**src/sv/barst_pkg.sv**
```systemverilog
package barst_pkg;

    typedef enum logic [1:0] {
        OP_CLEAR  = 2'd0,
        OP_EXPAND = 2'd1,
        OP_RAY    = 2'd2
    } op_t;

    localparam int STAGES = 7;

    // one enable per pipeline stage, in pipeline order
    typedef struct packed {
        logic sub;
        logic mul;
        logic mid;
        logic sum;
        logic sat;
        logic mrg;
        logic out;
    } adv_t;

endpackage

```
**src/sv/barst_slab_mul.sv**
```systemverilog
module barst_slab_mul #(
    parameter int COORD_WIDTH = 32
) (
    input  logic                          clk,
    input  barst_pkg::adv_t               adv,
    input  logic signed [COORD_WIDTH:0]   a,
    input  logic signed [COORD_WIDTH-1:0] b,
    output logic signed [2*COORD_WIDTH:0] prod
);
    import barst_pkg::*;

    localparam int DW = COORD_WIDTH + 1;
    localparam int PW = DW + COORD_WIDTH;
    localparam int AL = DW / 2;
    localparam int AH = DW - AL;
    localparam int BL = COORD_WIDTH / 2;
    localparam int BH = COORD_WIDTH - BL;

    logic        [AL+BL-1:0] pll_reg;
    logic signed [AL+BH:0]   plh_reg;
    logic signed [AH+BL:0]   phl_reg;
    logic signed [AH+BH-1:0] phh_reg;
    logic signed [PW-1:0]    cat_reg;
    logic signed [PW-1:0]    mid_reg;
    logic signed [PW-1:0]    prod_reg;

    // limb products: low limbs unsigned, high limbs signed
    always_ff @(posedge clk)
    begin
        if (adv.mul)
        begin
            pll_reg <= a[AL-1:0] * b[BL-1:0];
            plh_reg <= $signed({1'b0, a[AL-1:0]}) * $signed(b[COORD_WIDTH-1:BL]);
            phl_reg <= $signed(a[DW-1:AL]) * $signed({1'b0, b[BL-1:0]});
            phh_reg <= $signed(a[DW-1:AL]) * $signed(b[COORD_WIDTH-1:BL]);
        end
    end

    always_ff @(posedge clk)
    begin
        if (adv.mid)
        begin
            cat_reg <= {phh_reg, pll_reg};
            mid_reg <= (PW'(plh_reg) <<< BL) + (PW'(phl_reg) <<< AL);
        end
    end

    always_ff @(posedge clk)
    begin
        if (adv.sum)
        begin
            prod_reg <= cat_reg + mid_reg;
        end
    end

    assign prod = prod_reg;

endmodule

```
**config.mk**
```make
export PLATFORM = sky130hd
export DESIGN_NAME = barst_slab_mul
export DESIGN_NICKNAME = d
export VERILOG_FILES = /design/src/sv/barst_pkg.sv /design/src/sv/barst_slab_mul.sv
export SDC_FILE = /design/constraint.sdc
export NUM_CORES = 2
export LEC_CHECK = 0
export CAP_MARGIN = 10
export CORE_MARGIN = 2
export CORE_UTILIZATION = 59
export CTS_CLUSTER_SIZE = 12
export DETAILED_ROUTE_END_ITERATION = 12
export DONT_BUFFER_PORTS = 1
export GPL_TIMING_DRIVEN = 0
export PLACE_DENSITY_LB_ADDON = 0.25
export SYNTH_ARGS = -nofsm -noshare
export SYNTH_HDL_FRONTEND = slang
export SYNTH_SLANG_ARGS = --single-unit
```
**constraint.sdc**
```tcl
create_clock -name clk -period 9.63 [get_ports clk]
set_clock_uncertainty 0.05 [all_clocks]
set_input_delay 2.889 -clock clk [delete_from_list [all_inputs] [get_ports clk]]
set_output_delay 2.889 -clock clk [all_outputs]
set_load 0.005 [all_outputs]
```
==> results.cfg <==
[synth]
yosysTopAreaCellShare_pct = 37.3
syn_area_per_cell_um2 = 9.90
post-synth-top-area-cell = fa_1
synth-seq-area-share_pct = 17.6
yosys_register_bits = 297
syn_area_mm2 = 0.0507
synthCells = 5125
synth_area_leaders = fa_1, edfxtp_1, ha_1
synth_edf_count = 297
synth_ff_type = edfxtp_1
synth_common_cells = inv_1, fa_1, nand2_1
synth.most_common_cell = inv_1
syn-num-nets = 6622
synthDistinctLibCells = 75
ys_warn_count = 0
synth-async-reset-ratio_pct = 0

[final_layout]
fin_cells = 6327
syn_to_final_growth_pct = 4.82
drive_gt1_share_pct = 1.86
nets = 6657

[global_routing]
grt_pass1_wl_um = 224000
grt_max_degree = 133
overflow = 0
grt_usage_pct = 34.3
grt_antenna_before_repair = 27
grt_pass1_vias = 37915

[critical_path]
rrSetupSlack_ps = 5590
required_ps = 9730
crit_type = in2reg
crit_slowest_cell = clkbuf_1
start_kind = input port
cp-end-kind = flip-flop
max_stage_delay_ps = 890
cp.arrival_ps = 9720
crit_chain = clkbuf_1 > nand2_1 > fa_1 > inv_1 > fa_1 > inv_1 > fa_1 > inv_1 > fa_1 > fa_1 > inv_1 > fa_1 > inv_1 > ha_1 > nand3_1 > o31ai_2 > a211oi_4 > o21ai_2 > a21o_1 > a21o_1 > mux2i_1 > o2111ai_1
cp_max_fo = 10
r2r_cells = 11
cp_common_cell = fa_1

[placement]
port_buffers = 0
place_hpwl_um = 120000
gp_congestion = 0.998
post-place-cells = 6270

[floorplanning]
start_util_pct = 59.6
core-area_mm2 = 0.0851
row_count = 107
chipHeight_um = 297
dieArea_mm2 = 0.0883
ioPinCount = 138
die_w_um = 297

[sta]
setup_viol = 0
fin_crit_sh_pct = 99.9
slew_violations = 0
period_minus_slack_ps = 9620
max_freq_mhz = 104
finalHoldViolations = 0
worstMarginPinSlew_ps = 1240
slew_headroom_pct = 17.3
rsz0062_at_grt = true

[clock_network]
clockRootBuffer = clkbuf_16
cts_tree = built
cts_max_level = 1
clk_pin_slew_worst_paths_ps = 60
hold_buffers = 0
numClockSinks = 297
ctsLongestPathBuffers = 3
insertion_delay_ps = 630
cts_buffers = 30

[routing]
drtIter0Drc = 3247
ant_nets = 0
drc_errors = 0
vias_per_cell = 5.77
vias = 36505
wl_um = 147000
dr.pass1.iters = 6
routedWlPerCell_um = 23.3

[hold_path]
whs_path_depth = 0
hold_path.class = reg2reg

[run]
drv_cap = 0

[run_status]
status = completed
[routing by layer]
| layer | up-vias | GRT usage, % | part of all wire [%] |
|---|---|---|---|
| li1 | 15826 | - | - |
| met1 | 18368 | 44.5 | 38 |
| met2 | 1833 | 51.5 | 43 |
| met3 | 456 | 12.5 | 13 |
| met4 | 22 | 15.8 | 5.8 |
| met5 | - | 0 | 0.11 |
[what timing repair did]
action / CTS / global route
buffers inserted: 0 / 0
endpoints found under the setup margin: 4 / 20
gates resized for setup: 7 / 53
[path summary, 6_finish.rpt]
check | from | end
worst min-delay path | pll_reg[31] | cat_reg[31]
worst min register to register | pll_reg[31] | cat_reg[31]
worst max-delay path | b[25] | plh_reg[26]
worst max register to register | cat_reg[24] | prod[61]
[stage by stage]
step           utilization (%)  setup TNS [ps]  worst slack (ps)  area, µm²  hold WS (ps)
4_1_cts                   62.3               0              20.2      53000           360
2_1_floorplan                -               0               899      50700           350
3_5_place_dp              61.3          -10730              -805      52200           355
6_report                  62.4               0              11.5      53200           360
3_3_place_gp              61.3          -12160              -896      52200           351
5_1_grt                   62.4            -295              -149      53100           368
[layout make-up]
class                      count  area (µm²)
sequential                   297        8920
antenna                       14        35.0
tap                         1144        1430
clock buffer                  34         766
timing repair buffer           3        28.8
multi-input combinational   3519       37000
clock inverter                 7        50.0
fill                        7212       32000
inverter                    1101        4130
buffer                       208         821
[cells by family (layout without fill, tap and decap cells)]
| logic type | Yosys count | count (layout) | synth area share (%) |
|---|---|---|---|
| compound gates | 489 | 489 | 6.40 |
| xor+xnor | 203 | 203 | 3.51 |
| fa+ha+maj | 1424 | 1424 | 49.1 |
| buf+inv | 1309 | 1353 | 9.70 |
| flops | 297 | 297 | 17.6 |
| mux | 4 | 4 | 0.0789 |
| other cells | 0 | 14 | 0 |
| simple gates | 1399 | 1399 | 13.6 |
[placed cells by master (no fill, tap or decap), drive strengths merged, types with 21 or more instances in the layout]
cell    instances
nand3          31
ha            479
nor2          109
nand2b         27
edfxtp        297
xor2           77
clkbuf        235
and3           23
a21o          111
a21oi         157
o21ai          67
fa            945
o21bai         27
nand2         612
and2          505
xnor2         126
inv          1102
a31oi          28
nand4          21
[critical path, delay by kind of cell]
kind,cells,cell delay (ps)
compound gates,6,1930
mux,1,220
fa+ha+maj,7,3070
simple gates,2,400
buf+inv,6,1210
Power is left out: the tool's default activity adds up to more than one toggle a clock period on the data nets, which glitch-free logic cannot reach.
